File: src/rtl/ste_pkg.sv
`timescale 1ns / 1ps
`default_nettype none
// ----------------------------------------------------------------------------
// Stego-table embedder package
// Shared constants, request kinds and sequencer types of the embedder.
// ----------------------------------------------------------------------------
package ste_pkg;

	// Default number of 64-bit words in the table store.
	localparam int TABLE_WORDS_DEF = 8;
	// Highest intensity level, integer part.
	localparam int MAX_LEVEL = 255;
	// Interval width after reset.
	localparam logic [7:0] K_RESET = 8'd8;
	// Highest intensity in 8.8 fixed point.
	localparam logic [16:0] LIMIT = 17'(MAX_LEVEL * 256);

	// Request kinds.
	typedef enum logic [1:0] {
		KIND_LOAD    = 2'd0,
		KIND_EMBED   = 2'd1,
		KIND_EXTRACT = 2'd2,
		KIND_NONE    = 2'd3
	} kind_t;

	// What the current table lookup is for.
	typedef enum logic [1:0] {
		PH_FIX,
		PH_CAND,
		PH_CHECK
	} phase_t;

	// Sequencer states.
	typedef enum logic [3:0] {
		S_IDLE,
		S_LDIV,
		S_LEN,
		S_IRD0,
		S_IRD1,
		S_IRD2,
		S_TDIV,
		S_LK,
		S_XDIV,
		S_LA,
		S_LB,
		S_CAND,
		S_DONE
	} state_t;

endpackage
`default_nettype wire

File: src/rtl/ste_if.sv
`timescale 1ns / 1ps
`default_nettype none
// ----------------------------------------------------------------------------
// Stego-table embedder channels
// Valid/ready channels for requests and results of the embedder.
// ----------------------------------------------------------------------------
interface ste_req_if;
	logic        valid;
	logic        ready;
	logic [1:0]  kind;
	logic [15:0] intensity;
	logic        wanted_bit;
	logic [2:0]  word_select;
	logic [63:0] word_value;

	modport source (output valid, kind, intensity, wanted_bit, word_select, word_value,
		input ready);
	modport sink (input valid, kind, intensity, wanted_bit, word_select, word_value,
		output ready);
endinterface

interface ste_res_if;
	logic        valid;
	logic        ready;
	logic [15:0] new_intensity;
	logic        read_bit;
	logic        failed;

	modport source (output valid, new_intensity, read_bit, failed, input ready);
	modport sink (input valid, new_intensity, read_bit, failed, output ready);
endinterface
`default_nettype wire

File: src/rtl/ste_ram.sv
`timescale 1ns / 1ps
`default_nettype none
// ----------------------------------------------------------------------------
// Generic RAM
// One write port and one read port; the read data is registered.
// ----------------------------------------------------------------------------
module ste_ram #(
	parameter int WIDTH = 64,
	parameter int DEPTH = 8
) (
	input  wire logic                     clk,
	input  wire logic                     we,
	input  wire logic [$clog2(DEPTH)-1:0] waddr,
	input  wire logic [WIDTH-1:0]         wdata,
	input  wire logic [$clog2(DEPTH)-1:0] raddr,
	output logic      [WIDTH-1:0]         rdata
);

	logic [WIDTH-1:0] mem_q [DEPTH];

	// Write and registered read.
	always_ff @(posedge clk) begin
		if (we) begin
			mem_q[waddr] <= wdata;
		end
		rdata <= mem_q[raddr];
	end

endmodule
`default_nettype wire

File: src/rtl/stego_table_intensity_embedder.sv
`timescale 1ns / 1ps
`default_nettype none
// ----------------------------------------------------------------------------
// Stego-table intensity embedder
// Hides or reads one bit per 8.8 mean intensity through rotating tables.
// ----------------------------------------------------------------------------
// One request is worked on at a time. A load, an unused kind, or any embed or
// extract while the interval width is zero goes from acceptance to the done
// state and from there into the output register. Embed and extract requests run
// through a shared divider that yields one quotient bit per cycle (nine steps
// per division) and a table RAM with one read port and a registered read:
// the row length, the index entry and every table lookup each take a division,
// and a lookup then reads the RAM in states S_LA and S_LB. No index entry is
// read when the cursor lands beyond the last index entry. How long an embed
// runs also depends on how many of the four neighbouring intervals are searched.
// The request side is ready again as soon as the result sits in the output
// register.
module stego_table_intensity_embedder
	import ste_pkg::*;
#(
	parameter int TABLE_WORDS = TABLE_WORDS_DEF
) (
	input  wire logic       clk,
	input  wire logic       arst_n,
	input  wire logic       cfg_wr_en,
	input  wire logic [7:0] cfg_wr_data,
	ste_req_if.sink         request,
	ste_res_if.source       result
);

	localparam int AW = $clog2(TABLE_WORDS);

	state_t state_q, state_d;
	phase_t phase_q;

	logic [7:0]  k_q;
	logic [5:0]  cur_q;
	kind_t       kind_q;
	logic [15:0] fix_q;
	logic [15:0] cand_q;
	logic        want_q;
	logic [8:0]  len_q;
	logic [7:0]  t_q;
	logic [7:0]  idx_q;
	logic [9:0]  pos_q;
	logic [5:0]  off_q;
	logic [3:0]  w0_q;
	logic        first_q;
	logic [63:0] word0_q;
	logic [2:0]  ci_q;
	logic        rd_ok_q;
	logic [15:0] pn_int_q;
	logic        pn_bit_q;
	logic        pn_fail_q;
	logic        ov_q;
	logic [15:0] o_int_q;
	logic        o_bit_q;
	logic        o_fail_q;

	// Divider registers.
	logic [7:0] dv_r_q;
	logic [8:0] dv_n_q;
	logic [3:0] dv_cnt_q;
	logic       dv_done;
	logic       dv_load;
	logic [8:0] dv_dividend;
	logic [8:0] dv_trial;
	logic       dv_ge;

	logic        acc;
	logic        out_free;
	logic [4:0]  sel_ext;
	logic        ram_we;
	logic [3:0]  rd_word;
	logic [4:0]  rd_ext;
	logic [63:0] ram_rdata;
	logic [63:0] rdm;

	logic [9:0]   total;
	logic [6:0]   n_ent;
	logic [6:0]   eth;
	logic [6:0]   c_inc;
	logic [5:0]   c_next;
	logic [9:0]   s_pos;
	logic [127:0] win_sh;
	logic [8:0]   ebits;
	logic [8:0]   ebits_rev;
	logic [8:0]   ent_val;
	logic         lk_bit;
	logic         match;
	logic [15:0]  mk;
	logic [16:0]  mid;
	logic [15:0]  mid_fix;
	logic [15:0]  mid_cand;
	logic [8:0]   ik;
	logic [16:0]  step17;
	logic [16:0]  fix17;
	logic [16:0]  cdown;
	logic [17:0]  cup;
	logic         c_ok;
	logic [15:0]  c_val;

	assign acc      = request.valid && request.ready;
	assign out_free = !ov_q || result.ready;
	assign dv_done  = (dv_cnt_q == 4'd0);

	// Table store.
	assign sel_ext = 5'(request.word_select);
	assign ram_we  = acc && (request.kind == KIND_LOAD) && (sel_ext < 5'(TABLE_WORDS));
	assign rd_ext  = 5'(rd_word);

	ste_ram #(
		.WIDTH(64),
		.DEPTH(TABLE_WORDS)
	) u_ram (
		.clk   (clk),
		.we    (ram_we),
		.waddr (sel_ext[AW-1:0]),
		.wdata (request.word_value),
		.raddr (rd_ext[AW-1:0]),
		.rdata (ram_rdata)
	);

	// Words beyond the store read as zero.
	assign rdm = ram_rdata & {64{rd_ok_q}};

	// Row length product, entry count and next cursor.
	assign total  = 10'(len_q * k_q);
	assign n_ent  = total[9:3];
	assign eth    = 7'((total - 10'd1) >> 3);
	assign c_inc  = {1'b0, cur_q} + 7'd1;
	assign c_next = (c_inc >= n_ent) ? 6'd0 : c_inc[5:0];
	assign s_pos  = (c_next == 6'd0) ? 10'd0 : ({1'b0, c_next, 3'b000} + 10'd1);

	// Index entry bits, taken most significant first.
	assign win_sh = {rdm, word0_q} >> off_q;
	assign ebits  = win_sh[8:0];
	always_comb begin
		for (int j = 0; j < 9; j++) begin
			ebits_rev[8-j] = ebits[j];
		end
	end
	assign ent_val = first_q ? ebits_rev : {1'b0, ebits_rev[8:1]};

	// Lookup bit and interval middle.
	assign lk_bit   = rdm[pos_q[5:0]];
	assign match    = (lk_bit == want_q);
	assign mk       = idx_q * k_q;
	assign mid      = (17'(mk) << 8) + (17'(k_q) << 7);
	assign mid_fix  = mid[16] ? LIMIT[15:0] : mid[15:0];
	assign mid_cand = (mid > LIMIT) ? LIMIT[15:0] : mid[15:0];

	// Neighbouring candidate: -k, +k, -2k, +2k.
	assign ik     = ci_q[1] ? {k_q, 1'b0} : {1'b0, k_q};
	assign step17 = {ik, 8'd0};
	assign fix17  = {1'b0, fix_q};
	assign cdown  = fix17 - step17;
	assign cup    = {1'b0, fix17} + {1'b0, step17};
	assign c_ok   = ci_q[0] ? (cup <= {1'b0, LIMIT}) : (fix17 >= step17);
	assign c_val  = ci_q[0] ? cup[15:0] : cdown[15:0];

	// Divider step.
	assign dv_trial = {dv_r_q, dv_n_q[8]};
	assign dv_ge    = (dv_trial >= {1'b0, k_q});

	// State register.
	always_ff @(posedge clk or negedge arst_n) begin
		if (!arst_n) begin
			state_q <= S_IDLE;
		end else begin
			state_q <= state_d;
		end
	end

	// Next state, RAM read address and divider start.
	always_comb begin
		state_d       = state_q;
		request.ready = 1'b0;
		rd_word       = 4'd0;
		dv_load       = 1'b0;
		dv_dividend   = 9'd0;
		case (state_q)
			S_IDLE: begin
				request.ready = 1'b1;
				if (request.valid) begin
					if (request.kind == KIND_LOAD || request.kind == KIND_NONE ||
						k_q == 8'd0) begin
						state_d = S_DONE;
					end else begin
						dv_load     = 1'b1;
						dv_dividend = 9'(k_q) + 9'd254;
						state_d     = S_LDIV;
					end
				end
			end
			S_LDIV: begin
				if (dv_done) begin
					state_d = S_LEN;
				end
			end
			S_LEN: begin
				state_d = ({1'b0, c_next} >= eth) ? S_LK : S_IRD0;
			end
			S_IRD0: begin
				rd_word = w0_q;
				state_d = S_IRD1;
			end
			S_IRD1: begin
				rd_word = w0_q + 4'd1;
				state_d = S_IRD2;
			end
			S_IRD2: begin
				dv_load     = 1'b1;
				dv_dividend = ent_val;
				state_d     = S_TDIV;
			end
			S_TDIV: begin
				if (dv_done) begin
					state_d = S_LK;
				end
			end
			S_LK: begin
				dv_load     = 1'b1;
				dv_dividend = {1'b0, cand_q[15:8]};
				state_d     = S_XDIV;
			end
			S_XDIV: begin
				if (dv_done) begin
					state_d = S_LA;
				end
			end
			S_LA: begin
				rd_word = pos_q[9:6];
				state_d = S_LB;
			end
			S_LB: begin
				if (kind_q == KIND_EXTRACT || phase_q == PH_CHECK) begin
					state_d = S_DONE;
				end else if (match) begin
					state_d = S_LK;
				end else begin
					state_d = S_CAND;
				end
			end
			S_CAND: begin
				if (ci_q == 3'd4) begin
					state_d = S_DONE;
				end else if (c_ok) begin
					state_d = S_LK;
				end
			end
			S_DONE: begin
				if (out_free) begin
					state_d = S_IDLE;
				end
			end
			default: begin
				state_d = S_IDLE;
			end
		endcase
	end

	// Control registers: interval width, cursor, divider count, output valid, read-in-range flag.
	always_ff @(posedge clk or negedge arst_n) begin
		if (!arst_n) begin
			k_q      <= K_RESET;
			cur_q    <= 6'd0;
			dv_cnt_q <= 4'd0;
			ov_q     <= 1'b0;
			rd_ok_q  <= 1'b0;
		end else begin
			if (cfg_wr_en) begin
				k_q <= cfg_wr_data;
			end
			if (acc && request.kind == KIND_LOAD) begin
				cur_q <= 6'd0;
			end else if (state_q == S_LEN) begin
				cur_q <= c_next;
			end
			if (dv_load) begin
				dv_cnt_q <= 4'd9;
			end else if (!dv_done) begin
				dv_cnt_q <= dv_cnt_q - 4'd1;
			end
			if (state_q == S_DONE && out_free) begin
				ov_q <= 1'b1;
			end else if (result.ready) begin
				ov_q <= 1'b0;
			end
			rd_ok_q <= (rd_ext < 5'(TABLE_WORDS));
		end
	end

	// Datapath registers.
	always_ff @(posedge clk) begin
		// Shared restoring divider, one quotient bit per cycle.
		if (dv_load) begin
			dv_r_q <= 8'd0;
			dv_n_q <= dv_dividend;
		end else if (!dv_done) begin
			dv_r_q <= dv_ge ? 8'(dv_trial - {1'b0, k_q}) : dv_trial[7:0];
			dv_n_q <= {dv_n_q[7:0], dv_ge};
		end

		case (state_q)
			S_IDLE: begin
				kind_q    <= kind_t'(request.kind);
				fix_q     <= request.intensity;
				cand_q    <= request.intensity;
				want_q    <= request.wanted_bit;
				phase_q   <= PH_FIX;
				t_q       <= 8'd0;
				pn_int_q  <= 16'd0;
				pn_bit_q  <= 1'b0;
				pn_fail_q <= (request.kind != KIND_LOAD) && (request.kind != KIND_NONE) &&
					(k_q == 8'd0);
			end
			S_LDIV: begin
				// Row length rounded up to even.
				len_q <= dv_n_q + {8'd0, dv_n_q[0]};
			end
			S_LEN: begin
				off_q   <= s_pos[5:0];
				w0_q    <= s_pos[9:6];
				first_q <= (c_next == 6'd0);
			end
			S_IRD1: begin
				word0_q <= rdm;
			end
			S_TDIV: begin
				t_q <= dv_r_q;
			end
			S_XDIV: begin
				idx_q <= dv_n_q[7:0];
				pos_q <= 10'(t_q * len_q) + 10'(dv_n_q[7:0]);
			end
			S_LB: begin
				if (kind_q == KIND_EXTRACT) begin
					pn_bit_q <= lk_bit;
				end else if (phase_q == PH_CHECK) begin
					pn_int_q  <= match ? cand_q : 16'd0;
					pn_fail_q <= !match;
				end else if (match) begin
					cand_q  <= (phase_q == PH_FIX) ? mid_fix : mid_cand;
					phase_q <= PH_CHECK;
				end else begin
					ci_q <= (phase_q == PH_FIX) ? 3'd0 : ci_q + 3'd1;
				end
			end
			S_CAND: begin
				if (ci_q == 3'd4) begin
					pn_fail_q <= 1'b1;
				end else if (c_ok) begin
					cand_q  <= c_val;
					phase_q <= PH_CAND;
				end else begin
					ci_q <= ci_q + 3'd1;
				end
			end
			S_DONE: begin
				if (out_free) begin
					o_int_q  <= pn_int_q;
					o_bit_q  <= pn_bit_q;
					o_fail_q <= pn_fail_q;
				end
			end
			default: begin
			end
		endcase
	end

	assign result.valid         = ov_q;
	assign result.new_intensity = o_int_q;
	assign result.read_bit      = o_bit_q;
	assign result.failed        = o_fail_q;

	// A load always restarts the rotation.
	a_load_clears_cursor: assert property (@(posedge clk) disable iff (!arst_n)
		(acc && request.kind == KIND_LOAD) |=> (cur_q == 6'd0))
		else $error("cursor not cleared after a load");

	// A failed result carries no intensity and no bit.
	a_fail_is_empty: assert property (@(posedge clk) disable iff (!arst_n)
		(result.valid && result.failed) |-> (result.new_intensity == 16'd0 && !result.read_bit))
		else $error("failed result carries data");

	// The divider is never restarted while still running a division.
	a_div_not_busy: assert property (@(posedge clk) disable iff (!arst_n)
		dv_load |-> dv_done)
		else $error("divider restarted while busy");

	// No request is taken while a result is still being formed.
	a_ready_idle: assert property (@(posedge clk) disable iff (!arst_n)
		request.ready |-> (dv_done && state_q == S_IDLE))
		else $error("request side ready while busy");

endmodule
`default_nettype wire

File: src/flat_wrapper.sv
// flat-port wrapper written by rule: the top's interface ports become plain ports
module stego_table_intensity_embedder_flat import ste_pkg::*;
#(
	parameter int TABLE_WORDS = TABLE_WORDS_DEF
)
  (clk, arst_n, cfg_wr_en, cfg_wr_data, request_valid, request_kind, request_intensity, request_wanted_bit, request_word_select, request_word_value, request_ready, result_valid, result_new_intensity, result_read_bit, result_failed, result_ready);
  ste_req_if request_i ();
  ste_res_if result_i ();
  input  wire logic clk;
  input  wire logic arst_n;
  input  wire logic cfg_wr_en;
  input  wire logic [7:0] cfg_wr_data;
  input wire logic [$bits(request_i.valid)-1:0] request_valid;
  input wire logic [$bits(request_i.kind)-1:0] request_kind;
  input wire logic [$bits(request_i.intensity)-1:0] request_intensity;
  input wire logic [$bits(request_i.wanted_bit)-1:0] request_wanted_bit;
  input wire logic [$bits(request_i.word_select)-1:0] request_word_select;
  input wire logic [$bits(request_i.word_value)-1:0] request_word_value;
  output wire logic [$bits(request_i.ready)-1:0] request_ready;
  output wire logic [$bits(result_i.valid)-1:0] result_valid;
  output wire logic [$bits(result_i.new_intensity)-1:0] result_new_intensity;
  output wire logic [$bits(result_i.read_bit)-1:0] result_read_bit;
  output wire logic [$bits(result_i.failed)-1:0] result_failed;
  input wire logic [$bits(result_i.ready)-1:0] result_ready;
  assign request_i.valid = request_valid;
  assign request_i.kind = request_kind;
  assign request_i.intensity = request_intensity;
  assign request_i.wanted_bit = request_wanted_bit;
  assign request_i.word_select = request_word_select;
  assign request_i.word_value = request_word_value;
  assign request_ready = request_i.ready;
  assign result_valid = result_i.valid;
  assign result_new_intensity = result_i.new_intensity;
  assign result_read_bit = result_i.read_bit;
  assign result_failed = result_i.failed;
  assign result_i.ready = result_ready;
  stego_table_intensity_embedder #(.TABLE_WORDS(TABLE_WORDS)) u_core (.clk(clk), .arst_n(arst_n), .cfg_wr_en(cfg_wr_en), .cfg_wr_data(cfg_wr_data), .request(request_i), .result(result_i));
endmodule
File: config.mk
export PLATFORM = sky130hd
export DESIGN_NAME = stego_table_intensity_embedder_flat
export DESIGN_NICKNAME = d
export VERILOG_FILES = /design/src/rtl/ste_pkg.sv /design/src/rtl/ste_if.sv /design/src/rtl/ste_ram.sv /design/src/rtl/stego_table_intensity_embedder.sv /design/src/flat_wrapper.sv
export SDC_FILE = /design/constraint.sdc
export NUM_CORES = 1
export LEC_CHECK = 0
export BUFFER_PORTS_ARGS = -buffer_cell sky130_fd_sc_hd__buf_2
export CAP_MARGIN = 15
export CORE_ASPECT_RATIO = 0.5
export CORE_UTILIZATION = 50
export DETAILED_ROUTE_END_ITERATION = 16
export PLACE_DENSITY = 0.66
export RECOVER_POWER = 25
export SYNTH_ARGS = -nofsm -noshare
export SYNTH_HDL_FRONTEND = slang
export SYNTH_HIERARCHICAL = 1
export SYNTH_SLANG_ARGS = --single-unit
export TNS_END_PERCENT = 10
File: constraint.sdc
create_clock -name clk -period 10.35 [get_ports clk]
set_input_delay 1.035 -clock clk [delete_from_list [all_inputs] [get_ports clk]]
set_output_delay 1.035 -clock clk [all_outputs]
set_load 0.02 [all_outputs]
## Word level (Yosys, flattened, before mapping)

Memories as Yosys holds them, arrays and structs flattened. A register that Yosys moved wholly into a read port is not among the register bits.
Index checks and enable logic that the tools add are counted.

| cells by class | value |
|---|---|
| $add $sub $neg | 13 |
| multiply operators | 3 |
| order comparisons | 9 |
| eq/ne operators | 35 |
| shifts and indexed selects | 1 |
| mux-type cells | 71 |
| bitwise operators | 1 |
| reductions and logical operators | 33 |

Operators by type and width:

| cell | number |
|---|---|
| 2-to-1 mux 16 bit | 12 |
| >> shifter 128 x 6 -> 9 bit | 1 |
| AND 64 bit | 1 |
| 2-to-1 mux 9 bit | 6 |
| one-hot mux 4 bit (13 select lines) | 1 |
| 2-to-1 mux 4 bit | 12 |
| one-hot mux 16 bit (3 select lines) | 1 |
| one-hot mux 16 bit (2 select lines) | 1 |
| one-hot mux 9 bit (3 select lines) | 1 |
| 2-to-1 mux 3 bit | 7 |
| == test 4 bit, second input constant | 5 |
| adder 16 x 17 -> 18 bit | 1 |
| less-or-equal comparator 18 x 16 -> 1 bit, second input constant | 1 |
| 2-to-1 mux 6 bit | 3 |
| != test 2 x 1 -> 1 bit, second input constant | 9 |
| AND reduction 6 bit | 3 |
| adder 17 x 15 -> 17 bit | 1 |
| >= comparator 16 x 17 -> 1 bit | 1 |
| > comparator 17 x 16 -> 1 bit, second input constant | 1 |
| == test 4 x 3 -> 1 bit, second input constant | 4 |
| != test 2 bit, second input constant | 8 |
| one-hot mux 8 bit (2 select lines) | 1 |
| subtractor 16 bit | 1 |
| 2-to-1 mux 1 bit | 13 |
| 46 further kinds | 71 |

| storage, ports and cells | value |
|---|---|
| flip-flop bits (word level) | 227 |
| RAM bits | 512 |
| output and inout port bits | 20 |
| memories kept | 1 |

Memory list:

| name | words | bits a word | read ports | clocked after Yosys merged registers in | wr ports | RTL line | text |
|---|---|---|---|---|---|---|---|
| u_core.u_ram.mem_q | 8 | 64 | 1 | 1 | 1 | ste_ram.sv:19 | `logic [WIDTH-1:0] mem_q [DEPTH];` |

## Longest topological paths before layout

Gate-level depths: netlist of run 1.

| depth | value |
|---|---|
| depth in word-level cells | 9 |
| depth in mapped cells | 28 |
| mapped depth without buffers | 26 |

## Hierarchy

Netlist of run 1, hierarchy kept.

By module, submodules not included:

| module | instances | cells an instance | area each (um2) | sequential area each (um2) |
|---|---|---|---|---|
| ste_ram | 1 | 816 | 20547.2 | 16656.0 |
| stego_table_intensity_embedder | 1 | 1469 | 16120.5 | 6467.5 |

## Worst setup path before layout of run 1

OpenSTA, ideal clock, no wires.

| timing | value |
|---|---|
| path type | register to register |
| start point | register u_core.state_q[2] |
| end point | memory u_core.u_ram.mem_q[0][0] (enable) |
| data arrival time | 7.496 ns |
| data required time | 9.785 ns |
| path slack | 2.289 ns |
| stages on the path, launching flop included | 6 |
| buffers on the path | 0 |
| clock period less this slack | 8.061 ns |
| cells stage by stage | dfrtp_1 -> or2_1 -> nor3_1 -> and3_1 -> nand2b_1 -> nor3_1 |

| between the ends | value |
|---|---|
| word-level cells in the longest chain between the ends | 7 |

Ends and longest elaborated chain:

| what | RTL line | text |
|---|---|---|
| from (decl) | stego_table_intensity_embedder.sv:33 | `state_t state_q, state_d;` |
| from (signal assigned) | stego_table_intensity_embedder.sv:171 | `state_q <= state_d;` |
| zero test 4 bit | stego_table_intensity_embedder.sv:182 | `case (state_q)` |
| 2-to-1 mux 1 bit | stego_table_intensity_embedder.sv:182 |  |
| net request_ready | flat_wrapper.sv:19 | `output wire logic [$bits(request_i.ready)-1:0] request_ready;` |
| logical AND 1 bit | stego_table_intensity_embedder.sv:103 | `assign acc = request.valid && request.ready;` |
| logical AND 1 bit (2 in series) | stego_table_intensity_embedder.sv:109 | `assign ram_we = acc && (request.kind == KIND_LOAD) && (sel_ext < 5'(TABLE_WORDS));` |
| net u_core.ram_we | stego_table_intensity_embedder.sv:73 | `logic ram_we;` |
| 2-to-1 mux 1 bit | ste_ram.sv:23 | `if (we) begin` |
| 2-to-1 mux 1 bit (not written as such) | ste_ram.sv:24 | `mem_q[waddr] <= wdata;` |
| to (decl) | ste_ram.sv:19 |  |

The timed path passes the listed nets, and every way through them passes these cells.

## Worst setup path after layout of run 1

| timing | value |
|---|---|
| start point | register u_core.k_q[2] |
| end point | register u_core.state_q[2] |

| between the ends | value |
|---|---|
| word-level cells in the longest chain between the ends | 6 |
| elaborated cells on any way between the ends | 18 |

Ends and longest elaborated chain:

| what | RTL line | text |
|---|---|---|
| from (decl) | stego_table_intensity_embedder.sv:36 | `logic [7:0] k_q;` |
| from (signal assigned) | stego_table_intensity_embedder.sv:273 | `k_q <= cfg_wr_data;` |
| multiplier 9 x 8 -> 10 bit or 2-to-1 mux 9 bit (tied branches) | stego_table_intensity_embedder.sv:128, stego_table_intensity_embedder.sv:154 |  |
| >= comparator 7 bit or adder 16 x 17 -> 18 bit (tied branches) | stego_table_intensity_embedder.sv:132, stego_table_intensity_embedder.sv:158 |  |
| 2-to-1 mux 6 bit or less-or-equal comparator 18 x 16 -> 1 bit (tied branches) | stego_table_intensity_embedder.sv:132, stego_table_intensity_embedder.sv:159 |  |
| >= comparator 6 x 7 -> 1 bit or 2-to-1 mux 1 bit (tied branches) | stego_table_intensity_embedder.sv:202, stego_table_intensity_embedder.sv:159 |  |
| 2-to-1 mux 3 bit or != test 3 x 1 -> 1 bit (tied branches) | -- |  |
| one-hot mux 4 bit (13 select lines) or AND reduction 6 bit (tied branches) | -- |  |

Several ways; a longest one is shown, not always the timed one. The select of a mux whose other input is x is not followed.
A chain may end at the register's enable or synchronous reset.

==> impl_metrics.ini, run 1 <==
[floorplanning]
die_y_um = 193
ios = 119
dieArea_sq_um = 74500
core_area_sq_um = 71700
initial_core_util = 0.511
num_rows = 69
die_w_um = 385

[timing]
slew_headroom = 0.259
hold_violations = 0
final.min_clock_period_ns = 6.56
post-route-period-util = 0.634
setup_violations = 0
max_freq_mhz = 152
tightest_slew_ns = 1.11
tns_ns = 0
grt_setup_unrepaired = false
clock_skew_ns = 0.0253
drv_slew = 0

[routing]
vias = 19600
routedWlPerCell_um = 23.0
ant_nets = 0
drc = 0
routed_wl_mm = 78.8
viasPerCell = 5.73
drtIter0Drc = 1668
drt_pass1_iterations = 7

[place]
portBuffers = 118
place_hpwl_mm = 50.6
place.gp.congestion = 0.908
place_area_sq_um = 38300

[yosys]
synth_top_area_cell = edfxtp_1
syn-cell-area_sq_um = 36700
ys_ff_latch = 798
synth_flop_cell = edfxtp_1
yosys.cell_types.count = 85
yosysTopAreaCellShare = 0.575
synth_cells = 2285
synth_edf_count = 702
ys_seq_area_frac = 0.631
postSynth.asyncResetShare = 0.0301
syn_area_per_cell_sq_um = 16.0
yosysWarnings = 6
synthTopCellsByArea = edfxtp_1, mux4_2, dfxtp_1
synthesis.nets = 2554

[finish]
final_nets = 2676
drive_gt1_frac = 0.188
syn_to_final_growth_pct = 10.5
fin_util = 0.565
nFillCells = 5578
layout_common_cells = edfxtp_1, mux4_2, and2_1
layout_commonest_cell = edfxtp_1
final_area_sq_um = 40500

[clocking]
cts_resized = 0
cts.sink_count = 798
clock_latency_ns = 0.64
cts_buffers = 70
post-cts-setup-buffer-count = 0
cts_root_buf = clkbuf_16
cts.path.max_buffers = 3
htree_levels = 3
path_clk_slew_ns = 0.07
cts_tree = built
hold_buffers = 0

[critical_path]
worstSetupStartpoint = u_core/k_q[2]
arrival_ns = 7.08
cp-endpoint = u_core/state_q[2]
r2r_start = u_core/k_q[2]
cp_max_fo = 22
start_kind = flip-flop
critPathKind = flip-flop to flip-flop
cp_data_required_time_ns = 10.87
r2r-end = u_core/state_q[2]
worstRegToRegCells = 26
worst_setup_path_end_kind = flip-flop
rrSetupSlack_ns = 3.79

[worst_hold_path]
hold_path.class = primary input to async pin

[global_route]
grt_pass1_wl_mm = 121
grt_max_degree = 72
grt_pass1_vias = 19900
grt-ovfl-total = 0
gr-usage-all-layers = 0.216
antenna_found_initial = 2

[pwr]
power_density_nw_per_um2 = 286
peakVddDrop_v = 0.000265
p_leak_nw = 14.2

[outcome]
status = completed

[flow_run]
maxCapViolations = 0
-- cells in the mapped netlist, types with 9 or more instances --
library cell / n
nand2_1: 133
nor3_1: 23
edfxtp_1: 702
mux4_2: 165
nor2_1: 68
and2_1: 150
o21ai_1: 19
buf_6: 13
o21a_1: 9
and3_1: 11
ha_1: 106
a21oi_1: 50
dfxtp_1: 72
mux2i_1: 42
nand2b_1: 14
dfrtp_1: 23
buf_2: 17
buf_1: 12
nand3_1: 10
mux2_2: 72
inv_1: 130
clkbuf_1: 53
o31ai_1: 9
o21ai_0: 28
xnor2_1: 65
fa_1: 64
xor2_1: 24
a21o_1: 17
nor2b_1: 18
-- sequential cells by signal (all words and copies together), names as in the netlist, 2 cells and up --
register / cells
u_core/pos_q: 9
u_core/cur_q: 6
u_core/fix_q: 16
u_core/dv_n_q: 9
u_core/off_q: 4
u_core/cand_q: 16
u_core/state_q: 4
u_core/dv_r_q: 8
u_core/t_q: 8
u_core/phase_q: 2
u_core/result.new_intensity: 16
u_core/word0_q: 64
u_core/k_q: 8
u_core/len_q: 8
u_core/u_ram/mem_q: 512
u_core/u_ram/rdata: 64
u_core/pn_int_q: 16
u_core/idx_q: 8
u_core/ci_q: 3
u_core/dv_cnt_q: 4
u_core/kind_q: 2
u_core/w0_q: 3
-- kinds of logic (layout without fill, tap and decap cells) --
| group | count (synthesis) | in the layout | synth area share |
|---|---|---|---|
| AND/OR/NAND/NOR | 469 | 469 | 0.0663 |
| multiplexers | 286 | 286 | 0.137 |
| AO/OA/AOI/OAI | 233 | 233 | 0.0436 |
| flip-flops | 798 | 798 | 0.631 |
| other | 0 | 2 | 0 |
| adder cells (fa/ha/maj) | 170 | 170 | 0.0711 |
| XOR/XNOR | 91 | 91 | 0.0223 |
| buffers and inverters | 238 | 416 | 0.0286 |
-- power by group --
group | internal (mW) | switching [mW]
clock | 1.43 | 1.20
sequential | 4.16 | 0.386
combinational | 2.02 | 2.38
-- critical path, cell delays in order, from the launching register on --
cell	delay, ns
dfrtp_1	0.87
nand2_1	0.18
fa_1	0.57
fa_1	0.55
inv_1	0.05
fa_1	0.48
inv_1	0.05
fa_1	0.37
xnor2_1	0.18
xnor2_1	0.15
xnor3_1	0.24
xnor2_1	0.22
xnor2_1	0.20
ha_1	0.27
inv_1	0.07
o21bai_1	0.08
buf_4	0.20
or2_1	0.22
ha_1	0.28
nand2b_1	0.14
a21o_1	0.18
a21o_1	0.17
a21oi_1	0.12
o21ai_0	0.10
nand2_1	0.08
o221ai_1	0.12
mux2_1	0.30
-- metrics by stage --
step / setup slack, ns / instances / power, mW / hold WS (ns)
detailed placement: 3.79 / 3293 / 9.03 / 0.405
global placement: 3.90 / 3293 / 9.00 / 0.401
floorplan: 2.29 / 2285 / 7.79 / 0.392
finish: 3.79 / 3423 / 11.6 / 0.420
global route: 3.31 / 3421 / 12.3 / 0.423
CTS: 3.75 / 3421 / 11.7 / 0.401
-- routing by layer --
metal,part of all wire,track usage,vias to the layer above
met5,0.00033,0,-
met4,0.020,0.0520,4
met3,0.060,0.0425,110
met2,0.46,0.328,502
met1,0.46,0.321,10100
li1,-,-,8878
-- cell type report --
cell class / instances / area [sq um] / share of cell area
antenna: 2 / 5.00 / 0.000124
clock buffer: 86 / 1850 / 0.0457
clock inverter: 42 / 443 / 0.0109
inverter: 137 / 514 / 0.0127
multi-input combinational: 1249 / 12600 / 0.311
sequential: 798 / 23100 / 0.571
tap: 958 / 1200 / 0.0296
timing repair buffer: 151 / 754 / 0.0186
-- worst min path at each step --
| stage | from | end | slack [ns] | cells after the start |
|---|---|---|---|---|
| floorplan | u_core/pos_q[9] | u_core/rd_ok_q | 0.39 | 1 |
| CTS | arst_n | u_core/dv_cnt_q[3] | 0.40 | 1 |
| detailed placement | u_core/pn_int_q[3] | u_core/result.new_intensity[3] | 0.40 | 0 |
| global placement | u_core/pn_int_q[1] | u_core/result.new_intensity[1] | 0.40 | 0 |
| finish | arst_n | u_core/dv_cnt_q[3] | 0.42 | 1 |
| global route | u_core/pn_fail_q | u_core/result.failed | 0.42 | 0 |
No activity file was read; power rests on OpenSTA's default activity.
==> run 2, diff against run 1 <==
Settings changed: PLACE_DENSITY 0.66 to 0.69.
Clock period 10.35 ns to 5.4 ns, I/O delays scaled along.
==> run 2 against run 1 <==
Compared with the run above: the run now ends with negative setup slack left; sequential cell count is the same; combinational power increased by 120%; clock power is 100% higher; non-clock buffer count is 56 higher; register-to-register slack got worse by 4.0 ns; hold slack got worse by 0.32 ns; largest cell class unchanged; final cell count is 1.7% higher; sequential power grew 91%.
==> impl_metrics.ini, run 2 (synthesized netlist as in run 1, its figures left out) <==
[timing]
post-route-period-util = 1.04
drv_slew = 0
hold_violations = 0
setup_violations = 2
final.min_clock_period_ns = 5.63
clock_skew_ns = 0.0345
max_freq_mhz = 178
tightest_slew_ns = 1.08
layout_setup_ws_ns = -0.233
grt_setup_unrepaired = true
slew_headroom = 0.277

[finish]
largest_reg_flops = 512
layout_common_cells = edfxtp_1, mux4_2, and2_1
final_nets = 2733
layout_commonest_cell = edfxtp_1
nFillCells = 5411
largest-register = u_core/u_ram/mem_q
syn_to_final_growth_pct = 12.8
final_area_sq_um = 41400
drive_gt1_frac = 0.220
fin_util = 0.577
reg_top3 = u_core/u_ram/mem_q x512, u_core/u_ram/rdata x64, u_core/word0_q x64
num_antenna_cells = 0

[critical_path]
r2r_start = u_core/k_q[3]
rrSetupSlack_ns = -0.23
worstSetupStartpoint = u_core/k_q[3]
max_stage_delay_ns = 0.58
r2r-end = u_core/state_q[2]
cp_data_required_time_ns = 5.91
arrival_ns = 6.14
start_kind = flip-flop
worst_setup_path_end_kind = flip-flop
critical_path_buf_inv_count = 3
worstRegToRegCells = 25
cp_max_fo = 4
critPathKind = flip-flop to flip-flop
cp_slowest_cell = dfstp_2
crit_family = adder cells

[routing]
drc = 0
drt_pass1_iterations = 5
vias = 19900
routedWlPerCell_um = 22.9
viasPerCell = 5.72
drtIter0Drc = 1701
routed_wl_mm = 79.6
ant_nets = 0

[floorplanning]
core_area_sq_um = 71700
initial_core_util = 0.511
die_y_um = 193
die_w_um = 385
dieArea_sq_um = 74500
ios = 119
num_rows = 69

[clocking]
cts.path.max_buffers = 3
cts_root_buf = clkbuf_16
htree_levels = 3
path_clk_slew_ns = 0.07
cts.sink_count = 798
cts_buffers = 71
clock_latency_ns = 0.63
cts_tree = built

[worst_hold_path]
hp-start = request_wanted_bit
hold_path_depth = 1
hold_path.class = primary input to flip-flop
min_to = u_core/want_q

[global_route]
antenna_found_initial = 3
grt-ovfl-total = 0
gr-usage-all-layers = 0.218
grt_pass1_wl_mm = 123
grt_pass1_vias = 20000
grt_max_degree = 129

[place]
place.gp.congestion = 0.871
portBuffers = 118
place_area_sq_um = 38700
place_hpwl_mm = 51.9

[pwr]
p_sw_mw = 7.99
p_sw_frac = 0.335
p_leak_nw = 14.6
p_clk_frac = 0.222
power.internal_mw = 15.9
power_density_nw_per_um2 = 577
total_power_mw = 23.9
p_comb_frac = 0.415
pwr-share-seq = 0.363
peakVddDrop_v = 0.000514

[flow_run]
maxCapViolations = 0

[outcome]
violations = negative setup slack
status = complete, but fails checks
[run 2: power groups by stage]
stage | combinational (mW) | clock [mW] | sequential, mW
floorplan | 6.49 | 0 | 8.42
global placement | 8.73 | 0 | 8.78
detailed placement | 8.75 | 0 | 8.79
CTS | 9.47 | 5.41 | 8.67
global route | 10.9 | 5.64 | 8.77
finish | 9.90 | 5.30 | 8.68
[run 2: worst register-to-register path: cells and delay by family, from the launching register on]
kind,cells,cell delay [ns]
multiplexers,1,0.29
buffers and inverters,3,0.16
XOR/XNOR,5,0.95
AO/OA/AOI/OAI,6,0.67
adder cells (fa/ha/maj),6,2.42
AND/OR/NAND/NOR,4,0.50
flip-flops,1,0.58
[run 2: cell type report]
cell class                      instances  area, sq um  area share
Sequential cell                       798        23100       0.559
Multi-Input combinational cell       1249        12800       0.309
Clock buffer                           98         1950      0.0471
Timing Repair Buffer                  207         1290      0.0311
Tap cell                              958         1200      0.0290
Inverter                              137          514      0.0124
Clock inverter                         33          497      0.0120
[run 2: repair_timing]
action / CTS / global route
hold buffers: 1 / 0
hold endpoints to repair: 23 / 0
setup buffers: 13 / 5
resized for setup: 10 / 35
endpoints found under the setup margin: 1 / 2
pin swaps: 18 / 31
[run 2: per-layer routing]
metal / vias to the layer above / track usage / share of wire
li1: 8991 / - / -
met1: 10300 / 0.322 / 0.45
met2: 550 / 0.342 / 0.48
met3: 111 / 0.0342 / 0.053
met4: 6 / 0.0507 / 0.018
met5: - / 0 / 0.00053
[run 2: worst max path at each step]
stage	to	slack, ns	cells past startpoint
2_1_floorplan	u_core/u_ram/mem_q[1][0]	-0.94	5
3_3_place_gp	u_core/state_q[2]	-0.49	25
3_5_place_dp	u_core/state_q[2]	-0.52	25
4_1_cts	u_core/state_q[2]	-0.33	25
5_1_grt	u_core/state_q[2]	-0.44	25
6_report	u_core/state_q[2]	-0.23	25
[run 2: through the flow]
step / TNS, ns / hold WS [ns] / setup slack [ns] / instances
final: -0.360 / 0.104 / -0.233 / 3480
after global routing: -0.722 / 0.0721 / -0.439 / 3480
after CTS: -0.653 / 0.0618 / -0.334 / 3476
after detailed placement: -0.517 / 0.405 / -0.517 / 3331
after global placement: -0.489 / 0.401 / -0.489 / 3331
after floorplan: -450.31 / 0.244 / -0.943 / 2285
==> run 3, diff against run 2 <==
Settings changed: CTS_CLUSTER_SIZE from default to 14, SETUP_SLACK_MARGIN from default to 0.4.
==> run 3 against run 2 <==
Compared with the run above: the flow still finishes with violations (negative setup slack); non-clock buffer count shrank 16; combinational power down 11%; register-to-register slack lost 0.06 ns; clock power is 2% lower; die area is the same; via count fell by 0.73%; clock skew shrank 0.016 ns; maximum frequency down 1.0%; largest cell class unchanged; largest power group unchanged.
==> impl_metrics.ini, run 3 (synthesized netlist as in run 1, its figures left out) <==
[critical_path]
cp_data_required_time_ns = 5.90
worst_setup_path_end_kind = flip-flop
cp_max_fo = 5
critPathKind = flip-flop to flip-flop
start_kind = flip-flop
rrSetupSlack_ns = -0.29
r2r_start = u_core/len_q[2]
r2r-end = u_core/state_q[2]
arrival_ns = 6.19
worstRegToRegCells = 26

[worst_hold_path]
min_to = u_core/want_q
hold_path_depth = 1
hold_path.class = primary input to flip-flop
hp-start = request_wanted_bit

[timing]
max_freq_mhz = 176
final.min_clock_period_ns = 5.69
slew_headroom = 0.341
clock_skew_ns = 0.0183
grt_setup_unrepaired = true
layout_setup_ws_ns = -0.291
post-route-period-util = 1.05
hold_violations = 0
drv_slew = 0
setup_violations = 1
tightest_slew_ns = 0.989

[clocking]
cts_tree = built
cts_root_buf = clkbuf_16
cts.path.max_buffers = 3
cts_buffers = 73
htree_levels = 3
cts.sink_count = 798
clock_latency_ns = 0.63
path_clk_slew_ns = 0.06

[routing]
vias = 19800
routed_wl_mm = 77.9
drt_pass1_iterations = 7
drc = 0
ant_nets = 0
viasPerCell = 5.71
routedWlPerCell_um = 22.5
drtIter0Drc = 1706

[floorplanning]
core_area_sq_um = 71700
dieArea_sq_um = 74500
ios = 119
die_w_um = 385
die_y_um = 193
num_rows = 69
initial_core_util = 0.511

[pwr]
p_sw_frac = 0.334
power.internal_mw = 15.1
p_comb_frac = 0.390
p_leak_nw = 14.5
pwr-share-seq = 0.382
power_density_nw_per_um2 = 554
total_power_mw = 22.7
peakVddDrop_v = 0.000505
p_clk_frac = 0.228
p_sw_mw = 7.60

[finish]
num_antenna_cells = 0
largest-register = u_core/u_ram/mem_q
final_area_sq_um = 41100
drive_gt1_frac = 0.206
largest_reg_flops = 512
nFillCells = 5485
syn_to_final_growth_pct = 12.0
layout_commonest_cell = edfxtp_1
layout_common_cells = edfxtp_1, mux4_2, and2_1
reg_top3 = u_core/u_ram/mem_q x512, u_core/u_ram/rdata x64, u_core/word0_q x64
final_nets = 2719

[outcome]
violations = negative setup slack
status = complete, but fails checks

[global_route]
antenna_found_initial = 3
grt-ovfl-total = 0
grt_max_degree = 129
gr-usage-all-layers = 0.213
grt_pass1_vias = 20000
grt_pass1_wl_mm = 121

[place]
place_hpwl_mm = 50.7
portBuffers = 118
place.gp.congestion = 0.889
place_area_sq_um = 38700

[flow_run]
maxCapViolations = 0
## run 3: cell types whose count changed in the layout (fill, tap and decap cells not counted), sizes merged
cell and change:
clkinv -6, clkbuf +18, inv +1, buf -21, bufinv -5, clkinvlp -1
## run 3: how the worst max path moves through the flow
stage	endpoint	cells after the start	slack [ns]	start
finish	u_core/state_q[2]	26	-0.29	u_core/len_q[2]
CTS	u_core/state_q[2]	25	-0.27	u_core/k_q[3]
detailed placement	u_core/state_q[2]	25	-0.34	u_core/k_q[2]
global placement	u_core/state_q[2]	25	-0.30	u_core/k_q[2]
global route	u_core/state_q[2]	25	-0.53	u_core/k_q[3]
floorplan	u_core/state_q[2]	27	-0.30	u_core/k_q[3]
## run 3: critical path, cell delays in order, from the launching register on
cell and delay, ns:
edfxtp_1 0.48, buf_4 0.18, and2_1 0.15, ha_2 0.17, fa_1 0.44, ha_1 0.28
inv_1 0.04, fa_1 0.48, inv_1 0.06, fa_1 0.52, inv_1 0.07, ha_1 0.30
a21o_1 0.16, a21o_1 0.17, a21o_1 0.18, a21oi_2 0.20, o21bai_4 0.09, or2_1 0.23
ha_1 0.26, nand2b_1 0.14, a21o_1 0.15, a21o_1 0.16, a21oi_1 0.13, o21ai_1 0.08
nand2_1 0.07, o221ai_1 0.10, mux2_4 0.28
## run 3: metal layers
layer | global-route usage | vias to the layer above | part of all wire
met5 | 0 | - | 0.00032
met4 | 0.0509 | 4 | 0.021
met3 | 0.0322 | 113 | 0.052
met2 | 0.339 | 558 | 0.48
met1 | 0.312 | 10100 | 0.45
li1 | - | 8964 | -
## run 3: area by class of cell
| type | count | area [sq um] | area share |
|---|---|---|---|
| clock buffer | 111 | 2090 | 0.0509 |
| sequential | 798 | 23100 | 0.563 |
| multi-input combinational | 1249 | 12700 | 0.310 |
| clock inverter | 22 | 299 | 0.00728 |
| timing repair buffer | 191 | 1100 | 0.0268 |
| tap | 958 | 1200 | 0.0292 |
| inverter | 137 | 514 | 0.0125 |
## run 3: timing repair
| action | 4_1_cts | 5_1_grt |
|---|---|---|
| resized for setup | 4 | 11 |
| endpoints found under the setup margin | 3 | 8 |
| setup buffers | 1 | 1 |
| hold endpoints to repair | 23 | 0 |
| pin swaps | 6 | 3 |
| hold buffers | 1 | 0 |
## run 3: metrics by stage
stage / hold WS, ns / setup WS (ns) / instances / setup TNS [ns] / utilization
after floorplan: 0.244 / -0.298 / 2285 / -0.298 / -
after global placement: 0.401 / -0.296 / 3330 / -0.296 / 0.539
after detailed placement: 0.405 / -0.337 / 3330 / -0.337 / 0.539
after CTS: 0.0621 / -0.274 / 3465 / -0.274 / 0.573
after global routing: 0.0708 / -0.526 / 3466 / -0.526 / 0.573
final: 0.106 / -0.291 / 3466 / -0.291 / 0.573
## run 3: power by group through the flow
stage | logic, mW | clock network, mW | registers (mW)
6_report | 8.86 | 5.18 | 8.69
5_1_grt | 9.77 | 5.51 | 8.78
4_1_cts | 8.89 | 5.27 | 8.68
3_5_place_dp | 8.70 | 0 | 8.80
3_3_place_gp | 8.68 | 0 | 8.79
2_1_floorplan | 6.59 | 0 | 8.42
